==> config.mk <==
export PLATFORM = sky130hd
export DESIGN_NAME = priority_task_scheduler
export DESIGN_NICKNAME = d
export VERILOG_FILES = /design/src/hdl/pts_pkg.sv /design/src/hdl/pts_task_mem.sv /design/src/hdl/pts_sem_regs.sv /design/src/hdl/priority_task_scheduler.sv
export SDC_FILE = /design/constraint.sdc
export NUM_CORES = 1
export LEC_CHECK = 0
export BUFFER_PORTS_ARGS = -buffer_cell sky130_fd_sc_hd__buf_4
export CORE_ASPECT_RATIO = 0.8
export CORE_UTILIZATION = 55
export DETAILED_ROUTE_END_ITERATION = 8
export PLACE_DENSITY = 0.75
export RECOVER_POWER = 100
export SYNTH_ARGS = -nofsm -noshare
export SYNTH_HDL_FRONTEND = slang
export SYNTH_SLANG_ARGS = --single-unit
==> constraint.sdc <==
create_clock -name i_clk -period 5 [get_ports i_clk]
set_clock_uncertainty 0.1 [all_clocks]
set_input_delay 0 -clock i_clk [delete_from_list [all_inputs] [get_ports i_clk]]
set_output_delay 0 -clock i_clk [all_outputs]
set_load 0.01 [all_outputs]
==> src/hdl/pts_pkg.sv <==
`timescale 1ns / 1ps
// shared types and codes of the priority task scheduler
package pts_pkg;

    localparam logic [2:0] FN_TICK       = 3'd0;
    localparam logic [2:0] FN_CREATE     = 3'd1;
    localparam logic [2:0] FN_DELAY      = 3'd2;
    localparam logic [2:0] FN_SEM_CREATE = 3'd3;
    localparam logic [2:0] FN_PEND       = 3'd4;
    localparam logic [2:0] FN_POST       = 3'd5;

    localparam logic [1:0] TS_READY   = 2'd0;
    localparam logic [1:0] TS_DELAYED = 2'd1;
    localparam logic [1:0] TS_WAITING = 2'd2;

    localparam logic [1:0] RS_OK       = 2'd0;
    localparam logic [1:0] RS_BAD_PRIO = 2'd1;
    localparam logic [1:0] RS_FULL     = 2'd2;

    typedef struct packed {
        logic [1:0]  state;
        logic [15:0] delay;
        logic [4:0]  prio;
        logic [2:0]  sem;
    } t_task;

    typedef enum logic [1:0] {
        SC_NONE,
        SC_CREATE,
        SC_PEND,
        SC_POST
    } t_sem_op;

    typedef struct packed {
        t_sem_op     op;
        logic [2:0]  idx;
        logic [15:0] init;
        logic        opt;
    } t_sem_cmd;

    typedef struct packed {
        logic count_nz;
        logic waiting;
    } t_sem_view;

    typedef enum logic [2:0] {
        S_IDLE,
        S_ENT_RD,
        S_ENT_WB,
        S_CRE_WR,
        S_SCAN_RD,
        S_SCAN_WB,
        S_DONE
    } t_fsm;

endpackage

==> src/hdl/pts_task_mem.sv <==
`timescale 1ns / 1ps
// task table memory, one write port and one registered read port
module pts_task_mem #(
    parameter int MAX_TASKS = 16,
    parameter int TW        = 4
) (
    input  logic            i_clk,
    input  logic            i_rd_en,
    input  logic [TW-1:0]   i_rd_addr,
    output pts_pkg::t_task  o_rd_data,
    input  logic            i_wr_en,
    input  logic [TW-1:0]   i_wr_addr,
    input  pts_pkg::t_task  i_wr_data
);
    import pts_pkg::*;

    t_task r_mem [MAX_TASKS];

    always_ff @(posedge i_clk) begin
        if (i_wr_en) begin
            r_mem[i_wr_addr] <= i_wr_data;
        end
        if (i_rd_en) begin
            o_rd_data <= r_mem[i_rd_addr];
        end
    end

endmodule

==> src/hdl/pts_sem_regs.sv <==
`timescale 1ns / 1ps
// semaphore table: counts, pending marks and block options
module pts_sem_regs #(
    parameter int MAX_SEMS = 8,
    parameter int SW       = 3
) (
    input  logic                i_clk,
    input  logic                i_rst_n,
    input  pts_pkg::t_sem_cmd   i_cmd,
    output pts_pkg::t_sem_view  o_view,
    input  logic [2:0]          i_look_idx,
    output logic                o_look_waiting,
    output logic                o_look_nonblock
);
    import pts_pkg::*;

    logic [15:0]         r_count [MAX_SEMS];
    logic [MAX_SEMS-1:0] r_waiting;
    logic [MAX_SEMS-1:0] r_nonblock;
    logic                w_cmd_ok;
    logic                w_look_ok;
    logic [SW-1:0]       w_ci;
    logic [SW-1:0]       w_li;

    assign w_cmd_ok  = int'(i_cmd.idx) < MAX_SEMS;
    assign w_look_ok = int'(i_look_idx) < MAX_SEMS;
    assign w_ci      = SW'(i_cmd.idx);
    assign w_li      = SW'(i_look_idx);

    assign o_view.count_nz   = w_cmd_ok && (r_count[w_ci] != 16'd0);
    assign o_view.waiting    = w_cmd_ok && r_waiting[w_ci];
    assign o_look_waiting    = w_look_ok && r_waiting[w_li];
    assign o_look_nonblock   = w_look_ok && r_nonblock[w_li];

    always_ff @(posedge i_clk) begin
        if (!i_rst_n) begin
            for (int k = 0; k < MAX_SEMS; k++) begin
                r_count[k] <= 16'd0;
            end
            r_waiting  <= '0;
            r_nonblock <= '0;
        end else if (w_cmd_ok) begin
            unique case (i_cmd.op)
                SC_CREATE: begin
                    r_count[w_ci]    <= i_cmd.init;
                    r_nonblock[w_ci] <= i_cmd.opt;
                    r_waiting[w_ci]  <= (i_cmd.init == 16'd0);
                end
                SC_PEND: begin
                    if (r_count[w_ci] != 16'd0) begin
                        r_count[w_ci] <= r_count[w_ci] - 16'd1;
                    end else begin
                        r_waiting[w_ci] <= 1'b1;
                    end
                end
                SC_POST: begin
                    if (r_waiting[w_ci]) begin
                        r_waiting[w_ci] <= 1'b0;
                    end else if (r_count[w_ci] != 16'hFFFF) begin
                        r_count[w_ci] <= r_count[w_ci] + 16'd1;
                    end
                end
                SC_NONE: begin
                end
                default: begin
                end
            endcase
        end
    end

    assert property (@(posedge i_clk) disable iff (!i_rst_n)
        (i_cmd.op == SC_POST && w_cmd_ok && r_waiting[w_ci]) |=> !r_waiting[$past(w_ci)])
        else $error("post did not clear pending mark");

endmodule

==> src/hdl/priority_task_scheduler.sv <==
`timescale 1ns / 1ps
// top level of the priority task scheduler
// An item (tick, create task, delay, create semaphore, pend, post) is taken when
// start is high and busy low; exactly one result follows, shown for one cycle with
// o_done high, and the receiver cannot stall it. Create semaphore, post without a
// waiter, a pend that takes a count, a rejected create task and unused codes go
// straight to the result, create task after writing its new entry. A tick, a delay,
// a blocking pend or a post that releases waiters runs a scheduling pass over the
// task table held in a single-port-read memory: each created task is read, then
// modified and written back; when a task entry is rewritten first (delay, pend), it
// is read and written back the same way before the pass. An empty table gives no
// pass. busy stays high meanwhile.
module priority_task_scheduler #(
    parameter int MAX_TASKS = 16,
    parameter int MAX_SEMS  = 8
) (
    input  logic        i_clk,
    input  logic        i_rst_n,
    input  logic        start,
    output logic        busy,
    input  logic [2:0]  i_func,
    input  logic [3:0]  i_task_index,
    input  logic [4:0]  i_priority_req,
    input  logic [15:0] i_ticks,
    input  logic [2:0]  i_sem_index,
    input  logic [15:0] i_init_count,
    input  logic        i_block_option,
    output logic        o_done,
    output logic [3:0]  o_ready_task,
    output logic [1:0]  o_status,
    output logic        o_acquired,
    output logic        o_rescheduled
);
    import pts_pkg::*;

    localparam int TW = (MAX_TASKS > 1) ? $clog2(MAX_TASKS) : 1;
    localparam int CW = $clog2(MAX_TASKS + 1);
    localparam int SW = (MAX_SEMS > 1) ? $clog2(MAX_SEMS) : 1;

    t_fsm        r_state, n_state;
    logic [CW-1:0] r_total;
    logic [CW-1:0] r_idx;
    logic [TW-1:0] r_best;
    logic [4:0]  r_best_prio;
    logic [TW-1:0] r_chosen;
    logic [TW-1:0] r_tix;
    logic [15:0] r_ticks;
    logic [4:0]  r_prio;
    logic [2:0]  r_six;
    logic        r_is_tick;
    logic        r_is_pend;
    logic [1:0]  r_status;
    logic        r_acq;
    logic        r_resched;

    logic        w_accept;
    logic        w_tix_ok;
    logic        w_six_ok;
    logic        w_prio_bad;
    logic        w_full;
    logic        w_pass_go;     // pass starts after this cycle if tasks exist
    logic        w_last;
    logic [1:0]  w_status;
    logic        w_acq;
    logic        w_resched;

    t_sem_cmd    w_sem_cmd;
    t_sem_view   w_sem_view;
    logic        w_look_waiting;
    logic        w_look_nonblock;

    logic        w_rd_en;
    logic [TW-1:0] w_rd_addr;
    t_task       w_rd_data;
    logic        w_wr_en;
    logic [TW-1:0] w_wr_addr;
    t_task       w_wr_data;
    t_task       w_upd;

    assign w_accept   = start && !busy;
    assign w_tix_ok   = int'(i_task_index) < MAX_TASKS;
    assign w_six_ok   = int'(i_sem_index) < MAX_SEMS;
    assign w_prio_bad = int'(i_priority_req) > MAX_TASKS;
    assign w_full     = r_total >= CW'(MAX_TASKS);
    assign w_last     = (r_idx + CW'(1)) == r_total;

    pts_task_mem #(.MAX_TASKS(MAX_TASKS), .TW(TW)) u_mem (
        .i_clk     (i_clk),
        .i_rd_en   (w_rd_en),
        .i_rd_addr (w_rd_addr),
        .o_rd_data (w_rd_data),
        .i_wr_en   (w_wr_en),
        .i_wr_addr (w_wr_addr),
        .i_wr_data (w_wr_data)
    );

    pts_sem_regs #(.MAX_SEMS(MAX_SEMS), .SW(SW)) u_sem (
        .i_clk           (i_clk),
        .i_rst_n         (i_rst_n),
        .i_cmd           (w_sem_cmd),
        .o_view          (w_sem_view),
        .i_look_idx      (w_rd_data.sem),
        .o_look_waiting  (w_look_waiting),
        .o_look_nonblock (w_look_nonblock)
    );

    // semaphore table changes at the accept edge, before any pass reads it
    always_comb begin
        w_sem_cmd.idx  = i_sem_index;
        w_sem_cmd.init = i_init_count;
        w_sem_cmd.opt  = i_block_option;
        w_sem_cmd.op   = SC_NONE;
        if (w_accept) begin
            priority case (i_func)
                FN_SEM_CREATE: w_sem_cmd.op = SC_CREATE;
                FN_PEND:       w_sem_cmd.op = SC_PEND;
                FN_POST:       w_sem_cmd.op = SC_POST;
                default:       w_sem_cmd.op = SC_NONE;
            endcase
        end
    end

    // next state
    always_comb begin
        n_state   = r_state;
        w_pass_go = 1'b0;
        w_status  = RS_OK;
        w_acq     = 1'b0;
        w_resched = 1'b0;
        unique case (r_state)
            S_IDLE: begin
                if (w_accept) begin
                    n_state = S_DONE;
                    priority case (i_func)
                        FN_TICK: begin
                            w_pass_go = 1'b1;
                            w_resched = 1'b1;
                        end
                        FN_CREATE: begin
                            if (w_prio_bad) begin
                                w_status = RS_BAD_PRIO;
                            end else if (w_full) begin
                                w_status = RS_FULL;
                            end else begin
                                n_state = S_CRE_WR;
                            end
                        end
                        FN_DELAY: begin
                            w_resched = 1'b1;
                            if (w_tix_ok) begin
                                n_state = S_ENT_RD;
                            end else begin
                                w_pass_go = 1'b1;
                            end
                        end
                        FN_PEND: begin
                            if (w_six_ok) begin
                                if (w_sem_view.count_nz) begin
                                    w_acq = 1'b1;
                                end else begin
                                    w_resched = 1'b1;
                                    if (w_tix_ok) begin
                                        n_state = S_ENT_RD;
                                    end else begin
                                        w_pass_go = 1'b1;
                                    end
                                end
                            end
                        end
                        FN_POST: begin
                            if (w_sem_view.waiting) begin
                                w_pass_go = 1'b1;
                                w_resched = 1'b1;
                            end
                        end
                        default: begin
                        end
                    endcase
                end
            end
            S_ENT_RD:  n_state = S_ENT_WB;
            S_ENT_WB:  begin
                n_state   = S_DONE;
                w_pass_go = 1'b1;
            end
            S_CRE_WR:  n_state = S_DONE;
            S_SCAN_RD: n_state = S_SCAN_WB;
            S_SCAN_WB: n_state = w_last ? S_DONE : S_SCAN_RD;
            S_DONE:    n_state = S_IDLE;
            default:   n_state = S_IDLE;
        endcase
        // an empty table gives no pass at all
        if (w_pass_go && r_total != '0) begin
            n_state = S_SCAN_RD;
        end
    end

    // tick and release applied to one entry
    always_comb begin
        w_upd = w_rd_data;
        if (r_is_tick) begin
            if (w_rd_data.delay == 16'd0) begin
                if (w_rd_data.state == TS_DELAYED) begin
                    w_upd.state = TS_READY;
                end else if (w_rd_data.state == TS_WAITING && w_look_nonblock) begin
                    w_upd.state = TS_READY;
                end
            end else begin
                w_upd.delay = w_rd_data.delay - 16'd1;
            end
        end
        // waiters on a semaphore no longer pending go ready
        if (w_upd.state == TS_WAITING && int'(w_rd_data.sem) < MAX_SEMS
                && !w_look_waiting) begin
            w_upd.state = TS_READY;
        end
    end

    // memory port control
    always_comb begin
        w_rd_en   = 1'b0;
        w_rd_addr = r_idx[TW-1:0];
        w_wr_en   = 1'b0;
        w_wr_addr = r_idx[TW-1:0];
        w_wr_data = w_upd;
        busy      = (r_state != S_IDLE);
        o_done    = (r_state == S_DONE);
        unique case (r_state)
            S_ENT_RD: begin
                w_rd_en   = 1'b1;
                w_rd_addr = r_tix;
            end
            S_ENT_WB: begin
                w_wr_en         = 1'b1;
                w_wr_addr       = r_tix;
                w_wr_data       = w_rd_data;
                w_wr_data.delay = r_ticks;
                if (r_is_pend) begin
                    w_wr_data.state = TS_WAITING;
                    w_wr_data.sem   = r_six;
                end else begin
                    w_wr_data.state = TS_DELAYED;
                end
            end
            S_CRE_WR: begin
                w_wr_en         = 1'b1;
                w_wr_addr       = r_total[TW-1:0];
                w_wr_data.state = TS_READY;
                w_wr_data.delay = 16'd0;
                w_wr_data.prio  = r_prio;
                w_wr_data.sem   = 3'd0;
            end
            S_SCAN_RD: begin
                w_rd_en = 1'b1;
            end
            S_SCAN_WB: begin
                w_wr_en = 1'b1;
            end
            default: begin
            end
        endcase
    end

    assign o_ready_task  = 4'(r_chosen);
    assign o_status      = r_status;
    assign o_acquired    = r_acq;
    assign o_rescheduled = r_resched;

    always_ff @(posedge i_clk) begin
        if (!i_rst_n) begin
            r_state   <= S_IDLE;
            r_total   <= '0;
            r_chosen  <= '0;
            r_idx     <= '0;
            r_status  <= RS_OK;
            r_acq     <= 1'b0;
            r_resched <= 1'b0;
            r_is_tick <= 1'b0;
            r_is_pend <= 1'b0;
        end else begin
            r_state <= n_state;
            if (w_accept) begin
                r_tix     <= TW'(i_task_index);
                r_ticks   <= i_ticks;
                r_prio    <= i_priority_req;
                r_six     <= i_sem_index;
                r_is_tick <= (i_func == FN_TICK);
                r_is_pend <= (i_func == FN_PEND);
                r_status  <= w_status;
                r_acq     <= w_acq;
                r_resched <= w_resched;
            end
            if (w_pass_go) begin
                r_idx <= '0;
                if (r_total == '0) begin
                    r_chosen <= '0;
                end
            end
            if (r_state == S_CRE_WR) begin
                r_total <= r_total + CW'(1);
            end
            if (r_state == S_SCAN_WB) begin
                r_idx <= r_idx + CW'(1);
                if (r_idx == '0) begin
                    r_best      <= '0;
                    r_best_prio <= w_rd_data.prio;
                    if (w_last) begin
                        r_chosen <= '0;
                    end
                end else if (w_upd.state == TS_READY && r_best_prio > w_rd_data.prio) begin
                    r_best      <= r_idx[TW-1:0];
                    r_best_prio <= w_rd_data.prio;
                    if (w_last) begin
                        r_chosen <= r_idx[TW-1:0];
                    end
                end else if (w_last) begin
                    r_chosen <= r_best;
                end
            end
        end
    end

    assert property (@(posedge i_clk) disable iff (!i_rst_n)
        w_accept |=> busy)
        else $error("item accepted without going busy");

    assert property (@(posedge i_clk) disable iff (!i_rst_n)
        o_done |=> !busy)
        else $error("no return to idle after result");

    assert property (@(posedge i_clk) disable iff (!i_rst_n)
        (r_state == S_SCAN_WB) |-> (r_idx < r_total))
        else $error("scan index beyond task count");

    assert property (@(posedge i_clk) disable iff (!i_rst_n)
        o_done |-> !(o_acquired && o_rescheduled))
        else $error("pend both acquired and blocked");

endmodule
==> impl.org <==
** Outcome
- The run finished, with violations left.
- Failing checks :: capacitance limit, slew limit

** Cells and area
- Number of nets in the layout :: approximately 2000
- Registers take 19000 um2.
- Relative to the synthesized area, the layout overhead comes to 13.2%.
- Area occupied by multi-input gates :: ~8500 um2
- For this run, the share of the core covered by cells in the final layout is 0.636.
- Ant diodes :: 0
- Fraction of final layout cells with drive strength greater than 1 :: 0.187
- After filler insertion, the fill cell instance count of the layout stands at 3561.

** Floorplan
- Floorplan die height :: 204 um
- Area inside the core boundary :: 50100 um2
- After floorplanning, the core was divided into between 70 and 80 placement rows.
- Die X :: 255 um
- During I/O placement, the number of pins put on the boundary was 61.
- Area of the die :: roughly 52000 um2
- Starting utilization of the core area :: 0.562

** Synth
- After technology mapping, the gate count stands at around 1800.
- Of the total synthesized cell area, the portion taken by AND, OR, NAND and NOR gates is 0.0939.
- Post-Synth XOR/XNOR Area :: 0.0115
- Synthesized net count :: between 1500 and 2000
- The synthesized design contains 607 enable-type register cells.
- The complex-gate fraction of the synthesized area came to 0.0585.
- The mapped netlist covers 28100 um2.
- Of all flip-flops after synthesis, the portion carrying an async set or reset was 0.
- By area, the combinational part of the netlist is dominated by multiplexers.
- Number of synthesized register bits :: 646
- Of the post-synthesis cell area, the part taken by muxes is 0.132.
- For this run, the register share of the synthesized area comes to 0.676.
- Dominant register cell in the synthesized netlist :: sky130_fd_sc_hd__edfxtp_1
- The synthesized netlist contains 81 unique library cells.
- Adder and majority cell fraction of the synthesized area :: 0.00534
- A synthesized cell averages 15.8 um2.
- The Yosys step of the flow raised 0 warnings.

** Clock tree
- Register clock-pin slew on the reported worst setup and hold paths :: roughly 60 ps
- Clock insertion delay at the later pin of the skew report :: between 600 and 700 ps
- The H-tree was split into 2 levels.
- The number of hold buffers added after CTS was 73.
- Bufs on Longest Clock Path :: 3
- Post-CTS repair changed the size of 0 cells.
- CTS tree :: built
- CTS buffer count :: 60
- Sink count of the clock tree :: roughly 650
- The number of setup buffers added after CTS is 0.
- The cell sitting at the root of the clock tree is a sky130_fd_sc_hd__clkbuf_16.

** Power
- Final total power :: between 10 and 15 mW
- For this design the ratio of total power to cell area is about 380 nW/um2.
- Leakage component of the power :: 10.5 nW
- Peak ir drop on the vdd network :: about 320 uV

** Global routing
- Total routing usage reported by global routing :: 0.280
- Total gr overflow :: 0
- In the global route stage, met3 resource usage came out at 0.0555.
- met1 is the most crowded layer.
- Largest net degree at the start of global routing :: 93
- The first global-routing pass estimated 107000 um of wire.
- The number of global-route vias before repair is 16900.
- Initial antenna violation count :: 0
- For this run, global-route usage on met1 was measured as 0.445.
- Global-route met2 utilization :: 0.398

** STA
- In the post-route analysis, the smallest setup slack over all paths is between 300 and 400 ps.
- Minimum period implied by the final worst setup slack :: 4680 ps
- Dividing the final minimum period by the clock period gives 0.935.
- After routing, the total negative slack on setup checks comes to 0 ps.
- Final number of hold-violating endpoints :: 0
- The count of final max-slew check failures is 153.
- FMAX :: 214 MHz
- Final hold analysis gives a worst-case slack of 38.5 ps.
- Unrepaired setup endpoints after global routing :: false
- In this run the tightest slew margin relative to its limit is -1.15.
- Setup violations remaining at the end of the flow were counted as 0.
- For the pin with the worst max-slew slack, the measured transition is 3210 ps.

** Detailed routing
- The final route contains 17300 vias.
- Dividing the detail-routed wire length by the instance count gives 26.7 um.
- In this run the remaining antenna-violating nets after routing total 0.
- The first detailed-routing pass took 5 iterations.
- In the routed design, unresolved DRC markers number 0.
- Wires add up to 71300 um.
- In the routed layout, each cell is associated on average with a via count of 6.49.
- Number of DRC markers after the initial detailed-route iteration :: 2142

** Place
- Port buffering added 60 buffers.
- DP HPWL :: 44000 um
- OpenSTA, run right after detailed placement, puts the worst setup slack at 599 ps.
- The congestion estimate from routability-driven global placement came to 0.900.

** Setup path
- Worst setup EP type :: flop
- The slowest stage of the critical path is the sky130_fd_sc_hd__clkbuf_1 cell.
- Traced cell by cell, the critical path runs through nor2b_1 -> clkbuf_1 -> a21o_1 -> nand2_1 -> nor2_4 -> clkbuf_1.
- Classification of the worst setup path :: flop to flop
- Signal arrival time at the worst endpoint :: 4850 ps
- In this design, the critical path's most frequently occurring cell is sky130_fd_sc_hd__clkbuf_1.
- Worst Path Required :: around 5200 ps
- In this design, the stage delay of the slowest critical-path cell is 1290 ps.
- Maximum fanout count along the critical path :: 33
- STA classifies the critical path startpoint as a flop.

** Min path
- Class of the worst hold path :: input port to flop

** Flow run
- Max capacitance violation total :: 8
==> flip-flops by register name (all words and copies together) (netlist names), 8 cells and up <==
register	count
u_mem.r_mem	416
u_sem.r_waiting	8
u_sem.r_nonblock	8
u_mem.o_rd_data	26
u_sem.r_count	128
r_ticks	16
==> report_power, final <==
part,internal (mW),switching [mW],leakage [nW],total [mW]
clock network,2.35,2.00,0.891,4.35
registers,6.34,0.100,5.97,6.44
logic,0.454,0.875,3.63,1.33
total,9.14,2.97,10.5,12.1
==> synth_stat cells, types with 31 or more instances <==
cell type,count,area [um2]
sky130_fd_sc_hd__a21oi_1,48,240
sky130_fd_sc_hd__a31oi_1,35,219
sky130_fd_sc_hd__and2_1,31,194
sky130_fd_sc_hd__clkbuf_1,64,240
sky130_fd_sc_hd__dfxtp_1,39,781
sky130_fd_sc_hd__edfxtp_1,607,18200
sky130_fd_sc_hd__mux2i_1,36,360
sky130_fd_sc_hd__mux4_2,135,3040
sky130_fd_sc_hd__nand2_1,144,541
sky130_fd_sc_hd__nand3_1,35,175
sky130_fd_sc_hd__nor2_1,136,510
sky130_fd_sc_hd__nor3_1,47,235
sky130_fd_sc_hd__o21ai_0,61,305
==> path summary, 6_finish.rpt <==
path                                start                              end  slack (ps)  depth (start not counted)
max               r_state[1]$_SDFFE_PP0P_     u_mem.r_mem[7][10]$_DFFE_PP_         320                          6
min                      i_init_count[15]  u_sem.r_waiting[0]$_SDFFE_PN0P_          40                          7
max reg2reg       r_state[1]$_SDFFE_PP0P_     u_mem.r_mem[7][10]$_DFFE_PP_         320                          6
min reg2reg  u_mem.o_rd_data[7]$_DFFE_PP_         r_best_prio[4]$_DFFE_PP_         360                          0
==> cells in the final DEF (no fill, tap or decap), drive strengths merged, types with 33 or more instances in the layout <==
cell           n
edfxtp       607
nor3          58
dfxtp         39
nor2         139
dlygate4sd3   73
nor4          33
nand3         38
o21ai         67
a21oi         53
mux4         135
nand2        152
a31oi         37
clkbuf       157
mux2i         46
buf           54
==> metal layers <==
metal  up-vias  wire [um]
met4         0       1370
met1      8792      30700
met5         -          0
li1       7353          -
met3       121       7900
met2      1058      31300
==> critical path: cells and delay by family, from the launching register on <==
kind / cells / cell delay [ps]
AOI/OAI and AO/OA: 1 / 240
and+or+nand+nor: 3 / 1530
buffers and inverters: 2 / 1930
DFF: 1 / 500
==> final cells by class <==
type	count	area share
inverter	25	0.00295
clock inverter	31	0.00790
sequential	646	0.597
timing repair buffer	206	0.0495
tap	675	0.0265
multi-input combinational	1010	0.266
clock buffer	78	0.0499
==> cell families (layout without fill, tap and decap cells) <==
logic type / count (synthesis) / count (layout)
fa+ha+maj: 12 / 12
xor+xnor: 37 / 37
simple gates: 526 / 526
mux: 191 / 191
flops: 646 / 646
compound gates: 244 / 244
buf+inv: 126 / 340
==> per-stage QoR <==
| stage | cells | instance area, um2 |
|---|---|---|
| 6_report | 2671 | 31800 |
| 5_1_grt | 2671 | 31800 |
| 4_1_cts | 2671 | 32200 |
| 3_5_place_dp | 2489 | 29700 |
| 3_3_place_gp | 2489 | 29700 |
| 2_1_floorplan | 1782 | 28100 |
Power figures use the tool's default switching activity.
